[src/rtl/plru_pkg.sv]
`default_nettype none

package plru_pkg;

  localparam int PEER_W = 32;
  localparam int SOCK_W = 16;
  localparam int CFG_W  = 5;

  localparam logic [CFG_W-1:0] CFG_RESET = 5'd16;

  typedef enum logic [1:0] {
    STAT_PENDING   = 2'd0,
    STAT_COMPLETE  = 2'd1,
    STAT_DUPLICATE = 2'd2,
    STAT_FULL      = 2'd3
  } status_t;

  typedef enum logic {
    ST_IDLE   = 1'b0,
    ST_UPDATE = 1'b1
  } state_t;

  // Source of a cell's next contents.
  typedef enum logic [1:0] {
    CELL_HOLD = 2'd0,
    CELL_NEW  = 2'd1,
    CELL_PREV = 2'd2,
    CELL_NEXT = 2'd3
  } cell_sel_t;

  typedef struct packed {
    cell_sel_t sel;
    logic      drop;
  } cell_ctrl_t;

endpackage

`default_nettype wire

[src/rtl/plru_cell.sv]
`default_nettype none

module plru_cell #(
  parameter int SOCKETS_PER_PEER = 3
) (
  input  wire                                         clk,
  input  wire                                         rst_n,
  input  wire  plru_pkg::cell_ctrl_t                  ctrl,
  input  wire  [plru_pkg::PEER_W-1:0]                 lookup_peer,
  input  wire  [plru_pkg::PEER_W-1:0]                 new_peer,
  input  wire  [$clog2(SOCKETS_PER_PEER+1)-1:0]       new_count,
  input  wire  [SOCKETS_PER_PEER*plru_pkg::SOCK_W-1:0] new_socks,
  input  wire                                         prev_valid,
  input  wire  [plru_pkg::PEER_W-1:0]                 prev_peer,
  input  wire  [$clog2(SOCKETS_PER_PEER+1)-1:0]       prev_count,
  input  wire  [SOCKETS_PER_PEER*plru_pkg::SOCK_W-1:0] prev_socks,
  input  wire                                         next_valid,
  input  wire  [plru_pkg::PEER_W-1:0]                 next_peer,
  input  wire  [$clog2(SOCKETS_PER_PEER+1)-1:0]       next_count,
  input  wire  [SOCKETS_PER_PEER*plru_pkg::SOCK_W-1:0] next_socks,
  output logic                                        valid,
  output logic [plru_pkg::PEER_W-1:0]                 peer,
  output logic [$clog2(SOCKETS_PER_PEER+1)-1:0]       count,
  output logic [SOCKETS_PER_PEER*plru_pkg::SOCK_W-1:0] socks,
  output logic                                        match
);

  localparam int CW = $clog2(SOCKETS_PER_PEER + 1);
  localparam int SW = SOCKETS_PER_PEER * plru_pkg::SOCK_W;

  logic                        valid_r;
  logic                        valid_nxt;
  logic [plru_pkg::PEER_W-1:0] peer_r;
  logic [plru_pkg::PEER_W-1:0] peer_nxt;
  logic [CW-1:0]               count_r;
  logic [CW-1:0]               count_nxt;
  logic [SW-1:0]               socks_r;
  logic [SW-1:0]               socks_nxt;
  logic                        sel_valid;

  always_comb begin
    case (ctrl.sel)
      plru_pkg::CELL_NEW: begin
        sel_valid = 1'b1;
        peer_nxt  = new_peer;
        count_nxt = new_count;
        socks_nxt = new_socks;
      end
      plru_pkg::CELL_PREV: begin
        sel_valid = prev_valid;
        peer_nxt  = prev_peer;
        count_nxt = prev_count;
        socks_nxt = prev_socks;
      end
      plru_pkg::CELL_NEXT: begin
        sel_valid = next_valid;
        peer_nxt  = next_peer;
        count_nxt = next_count;
        socks_nxt = next_socks;
      end
      default: begin
        sel_valid = valid_r;
        peer_nxt  = peer_r;
        count_nxt = count_r;
        socks_nxt = socks_r;
      end
    endcase
    valid_nxt = sel_valid & ~ctrl.drop;
  end

  always_ff @(posedge clk) begin
    if (!rst_n) begin
      valid_r <= 1'b0;
    end else begin
      valid_r <= valid_nxt;
    end
  end

  always_ff @(posedge clk) begin
    peer_r  <= peer_nxt;
    count_r <= count_nxt;
    socks_r <= socks_nxt;
  end

  assign valid = valid_r;
  assign peer  = peer_r;
  assign count = count_r;
  assign socks = socks_r;
  assign match = valid_r && (peer_r == lookup_peer);

endmodule

`default_nettype wire

[src/rtl/pending_connection_lru_table_core.sv]
// Channel  Direction  Handshake          Payload
// in_      input      in_valid/in_stall  in_peer_id, in_socket_handle
// out_     output     out_valid/out_stall out_status, out_sock_*, out_evicted*
// cfg_     input      cfg_we             cfg_wdata (max_pending)
//
// The peer id is compared in every cell as the request is accepted, and the
// cell list is rewritten in the update state, which holds off new requests.
// A stalled result holds the update cycle until the output register frees.
// Cells are kept packed in recency order, cell 0 most recent.
// Synchronous active-low reset empties the table and sets max_pending to 16.
`default_nettype none

module pending_connection_lru_table_core #(
  parameter int MAX_ENTRIES      = 16,
  parameter int SOCKETS_PER_PEER = 3
) (
  input  wire                          clk,
  input  wire                          rst_n,
  input  wire                          in_valid,
  output logic                         in_stall,
  input  wire  [plru_pkg::PEER_W-1:0]  in_peer_id,
  input  wire  [plru_pkg::SOCK_W-1:0]  in_socket_handle,
  output logic                         out_valid,
  input  wire                          out_stall,
  output logic [1:0]                   out_status,
  output logic [plru_pkg::SOCK_W-1:0]  out_sock_first,
  output logic [plru_pkg::SOCK_W-1:0]  out_sock_second,
  output logic [plru_pkg::SOCK_W-1:0]  out_sock_third,
  output logic                         out_evicted,
  output logic [plru_pkg::PEER_W-1:0]  out_evicted_peer,
  input  wire                          cfg_we,
  input  wire  [plru_pkg::CFG_W-1:0]   cfg_wdata
);

  localparam int UW    = $clog2(MAX_ENTRIES + 1);
  localparam int CW    = $clog2(SOCKETS_PER_PEER + 1);
  localparam int SW    = SOCKETS_PER_PEER * plru_pkg::SOCK_W;
  localparam int LW    = (UW > plru_pkg::CFG_W) ? UW : plru_pkg::CFG_W;
  localparam int LANES = (SOCKETS_PER_PEER > 3) ? SOCKETS_PER_PEER : 3;

  plru_pkg::state_t            state_r;
  plru_pkg::state_t            state_nxt;
  logic [plru_pkg::CFG_W-1:0]  max_pending_r;
  logic [UW-1:0]               used_r;
  logic [UW-1:0]               used_nxt;
  logic [plru_pkg::PEER_W-1:0] req_peer_r;
  logic [plru_pkg::SOCK_W-1:0] req_sock_r;
  logic [MAX_ENTRIES-1:0]      hit_r;
  logic                        accept;
  logic                        fire;

  // cell chain
  logic [MAX_ENTRIES-1:0]      cell_valid;
  logic [MAX_ENTRIES-1:0]      cell_match;
  logic [plru_pkg::PEER_W-1:0] cell_peer  [MAX_ENTRIES];
  logic [CW-1:0]               cell_count [MAX_ENTRIES];
  logic [SW-1:0]               cell_socks [MAX_ENTRIES];
  logic [MAX_ENTRIES-1:0]      prv_valid;
  logic [plru_pkg::PEER_W-1:0] prv_peer   [MAX_ENTRIES];
  logic [CW-1:0]               prv_count  [MAX_ENTRIES];
  logic [SW-1:0]               prv_socks  [MAX_ENTRIES];
  logic [MAX_ENTRIES-1:0]      nxt_valid;
  logic [plru_pkg::PEER_W-1:0] nxt_peer   [MAX_ENTRIES];
  logic [CW-1:0]               nxt_count  [MAX_ENTRIES];
  logic [SW-1:0]               nxt_socks  [MAX_ENTRIES];
  plru_pkg::cell_ctrl_t        cell_ctrl  [MAX_ENTRIES];

  logic [MAX_ENTRIES-1:0]      is_last;
  logic [MAX_ENTRIES-1:0]      evict_here;
  logic [MAX_ENTRIES-1:0]      evict_prev;
  logic [MAX_ENTRIES-1:0]      at_or_above_hit;
  logic [MAX_ENTRIES-1:0]      at_or_below_hit;

  // update datapath
  logic                        hit_any;
  logic [CW-1:0]               hit_count;
  logic [SW-1:0]               hit_socks;
  logic [CW-1:0]               base_count;
  logic [SW-1:0]               base_socks;
  logic [CW-1:0]               new_count;
  logic [SW-1:0]               new_socks;
  logic [plru_pkg::SOCK_W-1:0] lane [LANES];
  logic [LW-1:0]               cfg_ext;
  logic [LW-1:0]               lim;
  logic                        do_evict;
  logic                        dup;
  logic                        complete;
  logic                        add;
  plru_pkg::status_t           status;
  logic [plru_pkg::PEER_W-1:0] ev_peer;

  // output register
  logic                        out_valid_r;
  plru_pkg::status_t           out_status_r;
  logic [plru_pkg::SOCK_W-1:0] out_s0_r;
  logic [plru_pkg::SOCK_W-1:0] out_s1_r;
  logic [plru_pkg::SOCK_W-1:0] out_s2_r;
  logic                        out_ev_r;
  logic [plru_pkg::PEER_W-1:0] out_ev_peer_r;

  assign accept   = in_valid && !in_stall;
  assign in_stall = (state_r != plru_pkg::ST_IDLE);
  assign fire     = (state_r == plru_pkg::ST_UPDATE) && (!out_valid_r || !out_stall);

  always_comb begin
    state_nxt = state_r;
    case (state_r)
      plru_pkg::ST_IDLE: begin
        if (accept) begin
          state_nxt = plru_pkg::ST_UPDATE;
        end
      end
      plru_pkg::ST_UPDATE: begin
        if (fire) begin
          state_nxt = plru_pkg::ST_IDLE;
        end
      end
      default: state_nxt = plru_pkg::ST_IDLE;
    endcase
  end

  always_ff @(posedge clk) begin
    if (!rst_n) begin
      state_r       <= plru_pkg::ST_IDLE;
      max_pending_r <= plru_pkg::CFG_RESET;
      used_r        <= '0;
    end else begin
      state_r <= state_nxt;
      if (cfg_we) begin
        max_pending_r <= cfg_wdata;
      end
      if (fire) begin
        used_r <= used_nxt;
      end
    end
  end

  // Capture the request and the match vector of the whole chain.
  always_ff @(posedge clk) begin
    if (accept) begin
      req_peer_r <= in_peer_id;
      req_sock_r <= in_socket_handle;
      hit_r      <= cell_match;
    end
  end

  genvar gi;
  generate
    for (gi = 0; gi < MAX_ENTRIES; gi++) begin : g_cell
      if (gi == 0) begin : g_first
        assign prv_valid[gi]  = 1'b0;
        assign prv_peer[gi]   = '0;
        assign prv_count[gi]  = '0;
        assign prv_socks[gi]  = '0;
        assign evict_prev[gi] = 1'b0;
      end else begin : g_mid_prev
        assign prv_valid[gi]  = cell_valid[gi-1];
        assign prv_peer[gi]   = cell_peer[gi-1];
        assign prv_count[gi]  = cell_count[gi-1];
        assign prv_socks[gi]  = cell_socks[gi-1];
        assign evict_prev[gi] = evict_here[gi-1];
      end
      if (gi == MAX_ENTRIES - 1) begin : g_last
        assign nxt_valid[gi] = 1'b0;
        assign nxt_peer[gi]  = '0;
        assign nxt_count[gi] = '0;
        assign nxt_socks[gi] = '0;
        assign is_last[gi]   = cell_valid[gi];
      end else begin : g_mid_next
        assign nxt_valid[gi] = cell_valid[gi+1];
        assign nxt_peer[gi]  = cell_peer[gi+1];
        assign nxt_count[gi] = cell_count[gi+1];
        assign nxt_socks[gi] = cell_socks[gi+1];
        assign is_last[gi]   = cell_valid[gi] & ~cell_valid[gi+1];
      end
      assign evict_here[gi]      = do_evict & is_last[gi];
      assign at_or_above_hit[gi] = |hit_r[MAX_ENTRIES-1:gi];
      assign at_or_below_hit[gi] = |hit_r[gi:0];

      plru_cell #(
        .SOCKETS_PER_PEER (SOCKETS_PER_PEER)
      ) u_cell (
        .clk         (clk),
        .rst_n       (rst_n),
        .ctrl        (cell_ctrl[gi]),
        .lookup_peer (in_peer_id),
        .new_peer    (req_peer_r),
        .new_count   (new_count),
        .new_socks   (new_socks),
        .prev_valid  (prv_valid[gi]),
        .prev_peer   (prv_peer[gi]),
        .prev_count  (prv_count[gi]),
        .prev_socks  (prv_socks[gi]),
        .next_valid  (nxt_valid[gi]),
        .next_peer   (nxt_peer[gi]),
        .next_count  (nxt_count[gi]),
        .next_socks  (nxt_socks[gi]),
        .valid       (cell_valid[gi]),
        .peer        (cell_peer[gi]),
        .count       (cell_count[gi]),
        .socks       (cell_socks[gi]),
        .match       (cell_match[gi])
      );
    end
  endgenerate

  always_comb begin
    hit_any   = |hit_r;
    hit_count = '0;
    hit_socks = '0;
    ev_peer   = '0;
    for (int i = 0; i < MAX_ENTRIES; i++) begin
      if (hit_r[i]) begin
        hit_count = hit_count | cell_count[i];
        hit_socks = hit_socks | cell_socks[i];
      end
      if (evict_here[i]) begin
        ev_peer = ev_peer | cell_peer[i];
      end
    end

    // Clamp the limit into 1..MAX_ENTRIES.
    cfg_ext = LW'(max_pending_r);
    if (cfg_ext == '0) begin
      lim = LW'(1);
    end else if (cfg_ext > LW'(MAX_ENTRIES)) begin
      lim = LW'(MAX_ENTRIES);
    end else begin
      lim = cfg_ext;
    end
    do_evict = !hit_any && (LW'(used_r) >= lim);

    base_count = hit_any ? hit_count : '0;
    base_socks = hit_any ? hit_socks : '0;

    dup = 1'b0;
    for (int j = 0; j < SOCKETS_PER_PEER; j++) begin
      if ((CW'(j) < base_count) &&
          (base_socks[j*plru_pkg::SOCK_W +: plru_pkg::SOCK_W] == req_sock_r)) begin
        dup = 1'b1;
      end
    end

    if (base_count >= CW'(SOCKETS_PER_PEER)) begin
      status = plru_pkg::STAT_FULL;
    end else if (dup) begin
      status = plru_pkg::STAT_DUPLICATE;
    end else if (base_count + CW'(1) == CW'(SOCKETS_PER_PEER)) begin
      status = plru_pkg::STAT_COMPLETE;
    end else begin
      status = plru_pkg::STAT_PENDING;
    end
    complete = (status == plru_pkg::STAT_COMPLETE);
    add      = complete || (status == plru_pkg::STAT_PENDING);

    new_count = add ? base_count + CW'(1) : base_count;
    new_socks = base_socks;
    for (int j = 0; j < SOCKETS_PER_PEER; j++) begin
      if (add && (CW'(j) == base_count)) begin
        new_socks[j*plru_pkg::SOCK_W +: plru_pkg::SOCK_W] = req_sock_r;
      end
    end
    for (int j = 0; j < LANES; j++) begin
      lane[j] = '0;
      if (j < SOCKETS_PER_PEER) begin
        lane[j] = new_socks[j*plru_pkg::SOCK_W +: plru_pkg::SOCK_W];
      end
    end

    used_nxt = used_r + UW'(!hit_any) - UW'(do_evict) - UW'(complete);
  end

  // Move the requested entry to the front, or close its gap when it completes.
  always_comb begin
    for (int i = 0; i < MAX_ENTRIES; i++) begin
      cell_ctrl[i].sel  = plru_pkg::CELL_HOLD;
      cell_ctrl[i].drop = 1'b0;
      if (fire) begin
        if (!complete) begin
          if (i == 0) begin
            cell_ctrl[i].sel = plru_pkg::CELL_NEW;
          end else if (hit_any) begin
            cell_ctrl[i].sel = at_or_above_hit[i] ? plru_pkg::CELL_PREV : plru_pkg::CELL_HOLD;
          end else begin
            cell_ctrl[i].sel  = plru_pkg::CELL_PREV;
            cell_ctrl[i].drop = evict_prev[i];
          end
        end else if (hit_any) begin
          cell_ctrl[i].sel = at_or_below_hit[i] ? plru_pkg::CELL_NEXT : plru_pkg::CELL_HOLD;
        end else begin
          cell_ctrl[i].drop = evict_here[i];
        end
      end
    end
  end

  always_ff @(posedge clk) begin
    if (!rst_n) begin
      out_valid_r <= 1'b0;
    end else if (fire) begin
      out_valid_r <= 1'b1;
    end else if (!out_stall) begin
      out_valid_r <= 1'b0;
    end
  end

  always_ff @(posedge clk) begin
    if (fire) begin
      out_status_r  <= status;
      out_s0_r      <= complete ? lane[0] : '0;
      out_s1_r      <= complete ? lane[1] : '0;
      out_s2_r      <= complete ? lane[2] : '0;
      out_ev_r      <= do_evict;
      out_ev_peer_r <= ev_peer;
    end
  end

  assign out_valid        = out_valid_r;
  assign out_status       = out_status_r;
  assign out_sock_first   = out_s0_r;
  assign out_sock_second  = out_s1_r;
  assign out_sock_third   = out_s2_r;
  assign out_evicted      = out_ev_r;
  assign out_evicted_peer = out_ev_peer_r;

`ifndef ASSERT_OFF
  a_cells_packed: assert property (@(posedge clk) disable iff (!rst_n)
    ((cell_valid & (cell_valid + MAX_ENTRIES'(1))) == '0) &&
    ($countones(cell_valid) == int'(used_r)))
    else $error("cell chain not packed or occupancy mismatch");

  a_hit_unique: assert property (@(posedge clk) disable iff (!rst_n)
    (state_r == plru_pkg::ST_UPDATE) |-> $onehot0(hit_r))
    else $error("peer matched in more than one cell");

  a_result_after_update: assert property (@(posedge clk) disable iff (!rst_n)
    $rose(out_valid_r) |-> $past(state_r == plru_pkg::ST_UPDATE))
    else $error("result raised without an update cycle");
`endif

endmodule

`default_nettype wire
[config.mk]
export PLATFORM = sky130hd
export DESIGN_NAME = pending_connection_lru_table_core
export DESIGN_NICKNAME = d
export VERILOG_FILES = /design/src/rtl/plru_pkg.sv /design/src/rtl/plru_cell.sv /design/src/rtl/pending_connection_lru_table_core.sv
export SDC_FILE = /design/constraint.sdc
export NUM_CORES = 2
export LEC_CHECK = 0
export ABC_CLOCK_PERIOD_IN_PS = 8200
export BUFFER_PORTS_ARGS = -buffer_cell sky130_fd_sc_hd__buf_2
export CAP_MARGIN = 5
export CORE_MARGIN = 10
export CORE_UTILIZATION = 45
export CTS_CLUSTER_SIZE = 20
export DETAILED_ROUTE_END_ITERATION = 10
export SLEW_MARGIN = 40
export SYNTH_ARGS = -nofsm -noshare
export SYNTH_HDL_FRONTEND = slang
export SYNTH_SLANG_ARGS = --single-unit
[constraint.sdc]
create_clock -name clk -period 8.2 [get_ports clk]
set_clock_uncertainty 0.1 [all_clocks]
set_input_delay 0.82 -clock clk [delete_from_list [all_inputs] [get_ports clk]]
set_output_delay 0.82 -clock clk [all_outputs]
set_load 0.02 [all_outputs]
* Word level (Yosys, flattened, before mapping) *
Cells that the tools add are included.

cells by class
  bitwise logic cells = 124
  multipliers = 0
  eq/ne operators = 72
  order comparisons = 6
  add/subtract/negate cells = 4
  multiplexer cells = 240
  shift-type cells = 0
  divide/modulo/power cells = 0
  reductions and logical operators = 79

operators by type and width
  kind                                                             number
  48-bit case mux with 3 select lines                              16
  32-bit case mux with 3 select lines                              16
  48-bit 2-to-1 mux                                                17
  48-bit OR                                                        15
  32-bit == test                                                   16
  32-bit 2-to-1 mux                                                16
  32-bit OR                                                        15
  2-bit 2-to-1 mux                                                 81
  3-bit 2-to-1 mux                                                 32
  2-bit case mux with 3 select lines                               16
  2-bit == test, second input constant                             33
  16-bit == test                                                   3
  16-bit 2-to-1 mux                                                3
  1-bit case mux with 3 select lines                               16
  3-bit nonzero test                                               16
  1-bit AND                                                        47
  2-bit by 1-bit == test with 1-bit output, second input constant  17
  1-bit inverter                                                   32
  2-bit OR                                                         15
  15-bit OR reduction                                              2
  14-bit OR reduction                                              2
  13-bit OR reduction                                              2
  1-bit logical AND                                                25
  1-bit 2-to-1 mux                                                 24
  other kinds (29)                                                 48

storage, ports and cells
  logic and storage cells = 602
  input port bits = 58
  register bits = 1487
  bits in latches = 0
  memory bits (read-only) = 0
  memories = 0
  output and inout bits = 85
  RAM bits = 0

* Longest topological paths before layout *
  depth after elaboration = 45
  mapped depth = 26

* Cells and area by module *
A second synthesis with hierarchy kept.

unflattened totals
  cells, all modules = 8031
  area total of the unflattened synthesis = 89047.9 um^2

modules (own cells, without submodules)
  module                             instances  area an instance (um^2)  cells each
  plru_cell                          16         4620.7                   407
  pending_connection_lru_table_core  1          15117.0                  1519

* Worst setup path after synthesis *
No wires, ideal clock.

  kind = input to register
  from = in out_stall
  to = reg g_cell[0].u_cell.count_r[0] (enable)
  stages on the path = 5
  data arrival time = 5340 ps
  required time = 7671 ps
  buffers on the path = 1
  setup time = 429 ps
  path slack = 2330 ps
  cell sequence = nand2_1 > nand2_1 > clkinv_1 > clkbuf_1 > o21a_1

between the ends
  longest elaborated chain between the ends = 6

RTL lines
  item                                                                       line                                      text
  from (decl)                                                                pending_connection_lru_table_core.sv:24   input wire out_stall,
  1-bit zero test *                                                          -
  1-bit logical OR *                                                         pending_connection_lru_table_core.sv:103  assign fire = (state_r == plru_pkg::ST_UPDATE) && (!out_valid_r || !out_stall);
  1-bit logical AND *                                                        pending_connection_lru_table_core.sv:103
  net fire                                                                   pending_connection_lru_table_core.sv:50   logic fire;
  3-bit 2-to-1 mux *                                                         pending_connection_lru_table_core.sv:278  if (fire) begin
  2-bit by 1-bit == test with 1-bit output or 2-bit == test (tied branches)  plru_cell.sv:42                           case (ctrl.sel)
  3-bit nonzero test (no line) *                                             -
  to (signal assigned)                                                       plru_cell.sv:81                           count_r <= count_nxt;
  to (decl)                                                                  plru_cell.sv:35                           logic [CW-1:0] count_r;

The timed path passes the listed nets; every way through them passes the cells marked *.
A chain may end at the register's enable or synchronous reset.

* Final worst setup path *
  from = reg hit_r[8]
  to = reg g_cell[3].u_cell.peer_r, in the netlist g_cell[3].u_cell.peer[7], data pin

between the ends
  longest elaborated chain between the ends = 28

RTL lines
  item                                                                       line                                                                                text
  from (decl)                                                                pending_connection_lru_table_core.sv:48                                             logic [MAX_ENTRIES-1:0] hit_r;
  from (signal assigned)                                                     pending_connection_lru_table_core.sv:143                                            hit_r <= cell_match;
  48-bit 2-to-1 mux or 2-bit 2-to-1 mux (tied branches)                      pending_connection_lru_table_core.sv:213                                            if (hit_r[i]) begin
  48-bit OR or 2-bit OR (tied branches)                                      pending_connection_lru_table_core.sv:215, pending_connection_lru_table_core.sv:214
  48-bit 2-to-1 mux or 2-bit 2-to-1 mux (tied branches)                      pending_connection_lru_table_core.sv:213
  48-bit OR or 2-bit OR (tied branches)                                      pending_connection_lru_table_core.sv:215, pending_connection_lru_table_core.sv:214
  48-bit 2-to-1 mux or 2-bit 2-to-1 mux (tied branches)                      pending_connection_lru_table_core.sv:213
  48-bit OR or 2-bit OR (tied branches)                                      pending_connection_lru_table_core.sv:215, pending_connection_lru_table_core.sv:214
  48-bit 2-to-1 mux or 2-bit 2-to-1 mux (tied branches)                      pending_connection_lru_table_core.sv:213
  48-bit OR or 2-bit OR (tied branches)                                      pending_connection_lru_table_core.sv:215, pending_connection_lru_table_core.sv:214
  [13 not listed]                                                            -
  2-bit 2-to-1 mux                                                           pending_connection_lru_table_core.sv:246                                            end else if (dup) begin
  2-bit 2-to-1 mux                                                           pending_connection_lru_table_core.sv:244                                            if (base_count >= CW'(SOCKETS_PER_PEER)) begin
  2-bit by 1-bit == test with 1-bit output                                   pending_connection_lru_table_core.sv:253                                            complete = (status == plru_pkg::STAT_COMPLETE);
  3-bit 2-to-1 mux *                                                         pending_connection_lru_table_core.sv:279                                            if (!complete) begin
  3-bit 2-to-1 mux *                                                         pending_connection_lru_table_core.sv:278
  2-bit == test or 2-bit by 1-bit == test with 1-bit output (tied branches)  plru_cell.sv:42
  32-bit case mux with 3 select lines *                                      plru_cell.sv:42
  net g_cell[3].u_cell.peer_nxt, one bit                                     plru_cell.sv:34                                                                     logic [plru_pkg::PEER_W-1:0] peer_nxt;
  to (signal assigned)                                                       plru_cell.sv:80                                                                     peer_r <= peer_nxt;
  to (decl)                                                                  plru_cell.sv:33                                                                     logic [plru_pkg::PEER_W-1:0] peer_r;

Marked as above.

==> flow_metrics.py <==
metrics = {
    "synthesis": {
        "async_flop_share_pct": 0,
        "netlist_instances": 5818,
        "synth_area_sq_um": 66300,
        "syn_nets": 5892,
        "synth-simple-area-share_pct": 5.38,
        "yosysTopAreaCellShare_pct": 54.5,
        "synth_ff_type": "edfxtp_1",
        "synth_compound_area_share_pct": 26.0,
        "synth_xor_area_share_pct": 7.16,
        "avgSynthCellArea_sq_um": 11.4,
        "synth-seq-cells": 1231,
        "synthDistinctLibCells": 63,
        "yosysWarnings": 0,
        "synth_area_leaders": "edfxtp_1 54%, a22oi_1 10%, o21ai_0 6.7%",
        "synth_top_area_cell": "edfxtp_1",
        "synth_top_family_by_area": "compound AO/OA/AOI/OAI gates",
        "synthAdderAreaFrac_pct": 0.325,
        "synth_edf_count": 1203,
        "synth.area.mux_share_pct": 0.834,
        "synth-seq-area-share_pct": 55.3,
    },
    "cts": {
        "root_buffer": "clkbuf_16",
        "clock_latency_ns": 0.81,
        "cts_inserted_buffers": 144,
        "postCtsSetupRepairBufs": 0,
        "cts.htree.levels": 4,
        "tritoncts": "done",
        "cts_buffer_depth": 3,
        "postCtsHoldBufs": 0,
        "clock_sinks": 1231,
        "clk_pin_slew_worst_paths_ns": 0.06,
        "cts.repair.resized": 0,
    },
    "timing": {
        "max_slew.worst_pin.slew_ns": 1.07,
        "finalMaxSlewViolations": 0,
        "setup_violations": 0,
        "slew_headroom_pct": 28.1,
        "final-hold-violation-count": 0,
        "final.min_clock_period_ns": 6.77,
        "fmaxAchievable_mhz": 148,
        "grt_setup_unrepaired": "no",
        "setup-tns-final_ns": 0,
        "fin_crit_sh_pct": 82.6,
    },
    "place": {
        "gp_congestion": 1.08,
        "portBuffers": 142,
        "hpwl_um": 214000,
    },
    "die": {
        "die_y_um": 404,
        "die_area_sq_um": 163000,
        "core_area_sq_um": 146000,
        "start_util_pct": 45.4,
        "boundaryPins": 143,
        "rows": 140,
        "die_x_um": 404,
    },
    "final_layout": {
        "final_common_cell": "edfxtp_1",
        "mostFrequentLayoutCells": "1203 x edfxtp_1, 916 x a22oi_1, 887 x o21ai_0",
        "area_growth_pct": 11.4,
        "fin_util_pct": 50.6,
        "drive_above_1_share_pct": 11.8,
        "fin_nets": 5694,
    },
    "global_route": {
        "antenna_found_initial": 26,
        "grt_pass1_wl_um": 454000,
        "grt_pass1_vias": 53781,
        "overflow": 0,
        "grt_usage_pct": 39.3,
        "grt_max_degree": 93,
    },
    "worst_setup_path": {
        "cpPeakStageDelay_ns": 1.01,
        "worstSetupPathType": "reg2reg",
        "worstPathArrival_ns": 7.18,
        "endpoint_kind": "flop",
        "crit_fanout": 43,
        "crit_top_cell": "buf_4",
        "critical-path-slowest-cell": "or4b_2",
        "crit_chain": "buf_4 > a221oi_1 > and4_1 > xnor2_1 > nor4_1 > nand3_1 > or4b_2 > a21oi_2 > and2_4 > or2_4 > buf_4 > o21ai_0",
        "start_kind": "flop",
        "cp.required_ns": 8.61,
    },
    "routing": {
        "wl_per_cell_um": 43.7,
        "viasPerCell": 7.64,
        "vias": 58538,
        "routed_wl_um": 334000,
        "ant_nets": 0,
        "drt_first_pass_iters": 7,
        "drt_iter0_markers": 10885,
        "drc_errors": 0,
    },
    "run_status": {
        "status": "finished, final reports clean",
    },
    "min_path": {
        "min_path_type": "in2reg",
    },
    "power": {
        "total_power_mw": 16.9,
        "p_switching_mw": 4.96,
        "p_per_area_nw_per_um2": 229,
        "ir_drop_v": 0.000201,
        "pwr-share-comb_pct": 13.7,
        "p_seq_share_pct": 47.0,
        "power.internal_mw": 11.9,
        "p_clk_share_pct": 39.3,
        "power.leakage_nw": 21.9,
        "swShare_pct": 29.4,
    },
    "flow_run": {
        "drv_cap": 0,
    },
}
kinds of logic after synthesis:
logic type,Yosys count
XOR/XNOR,542
multiplexers,53
AO/OA/AOI/OAI,2536
flip-flops,1231
buffers and inverters,774
adder cells (fa/ha/maj),16
AND/OR/NAND/NOR,666
synth_stat cells (all sizes together) (9+ instances only):
cell type,instances
dfxtp,28
clkbuf,405
nand3,42
xor2,157
ha,14
xnor2,385
a22oi,916
a221oi,241
a22o,241
a21oi,30
nand2,162
nor3b,15
or3b,9
buf,281
and3,18
a221o,66
edfxtp,1203
and4,25
or2,12
o21ai,1018
mux2i,53
nor3,19
and2,12
inv,87
nor2,135
nand4,128
nor4,69
stage by stage:
stage / worst slack, ns / cells / area, sq um / hold WS, ns
floorplan: 2.33 / 5818 / 66300 / 0.336
global placement: 1.57 / 7371 / 68400 / 0.344
detailed placement: 1.60 / 7388 / 68900 / 0.371
CTS: 1.63 / 7646 / 73600 / 0.0782
global route: 1.41 / 7649 / 73800 / 0.0798
finish: 1.43 / 7658 / 73900 / 0.0912
routing by layer:
layer  track usage (%)  up-vias  wire length (um)
met1              49.5    28936            117000
met4              25.8       28             29000
li1                  -    22684                 -
met2              58.3     5559            142000
met5                 0        -               176
met3              12.1     1331             46400
path summary, 6_finish.rpt:
| check | cells after the start | from | slack, ns | end |
|---|---|---|---|---|
| setup / recovery | 12 | hit_r[8] | 1.43 | g_cell[3].u_cell.peer[7] |
| setup reg to reg | 12 | hit_r[8] | 1.43 | g_cell[3].u_cell.peer[7] |
| hold reg to reg | 2 | used_r[0] | 0.38 | used_r[0] |
| hold / removal | 1 | in_socket_handle[11] | 0.09 | req_sock_r[11] |
power by group through the flow:
stage               Clock [mW]  Combinational [mW]  Sequential (mW)
floorplan                    0                1.22             7.86
global placement             0                2.14             8.04
detailed placement           0                2.19             8.03
CTS                       6.63                2.19             7.91
global route              6.87                2.34             7.95
finish                    6.64                2.32             7.94
final cells by class:
class	count	area, sq um
fill	12976	72200
sequential	1231	36700
multi-input combinational	3813	27000
clock buffer	190	3950
timing repair buffer	342	2720
tap	1917	2400
clock inverter	68	761
inverter	88	340
antenna	9	22.5
worst max-delay path, delay by kind of cell, from the launching register on:
family          cells  cell delay, ns
xor+xnor            1            0.14
buf+inv             2            0.96
simple gates        6            3.34
flops               1            0.91
compound gates      3            0.91
state kept, by name (all words and copies together), names as in the netlist, 32 cells and up:
register / cells
out_evicted_peer: 32
req_peer_r: 32
g_cell.u_cell.count: 32
g_cell.u_cell.peer: 512
g_cell.u_cell.socks: 512
(Power assumes the default switching activity.)
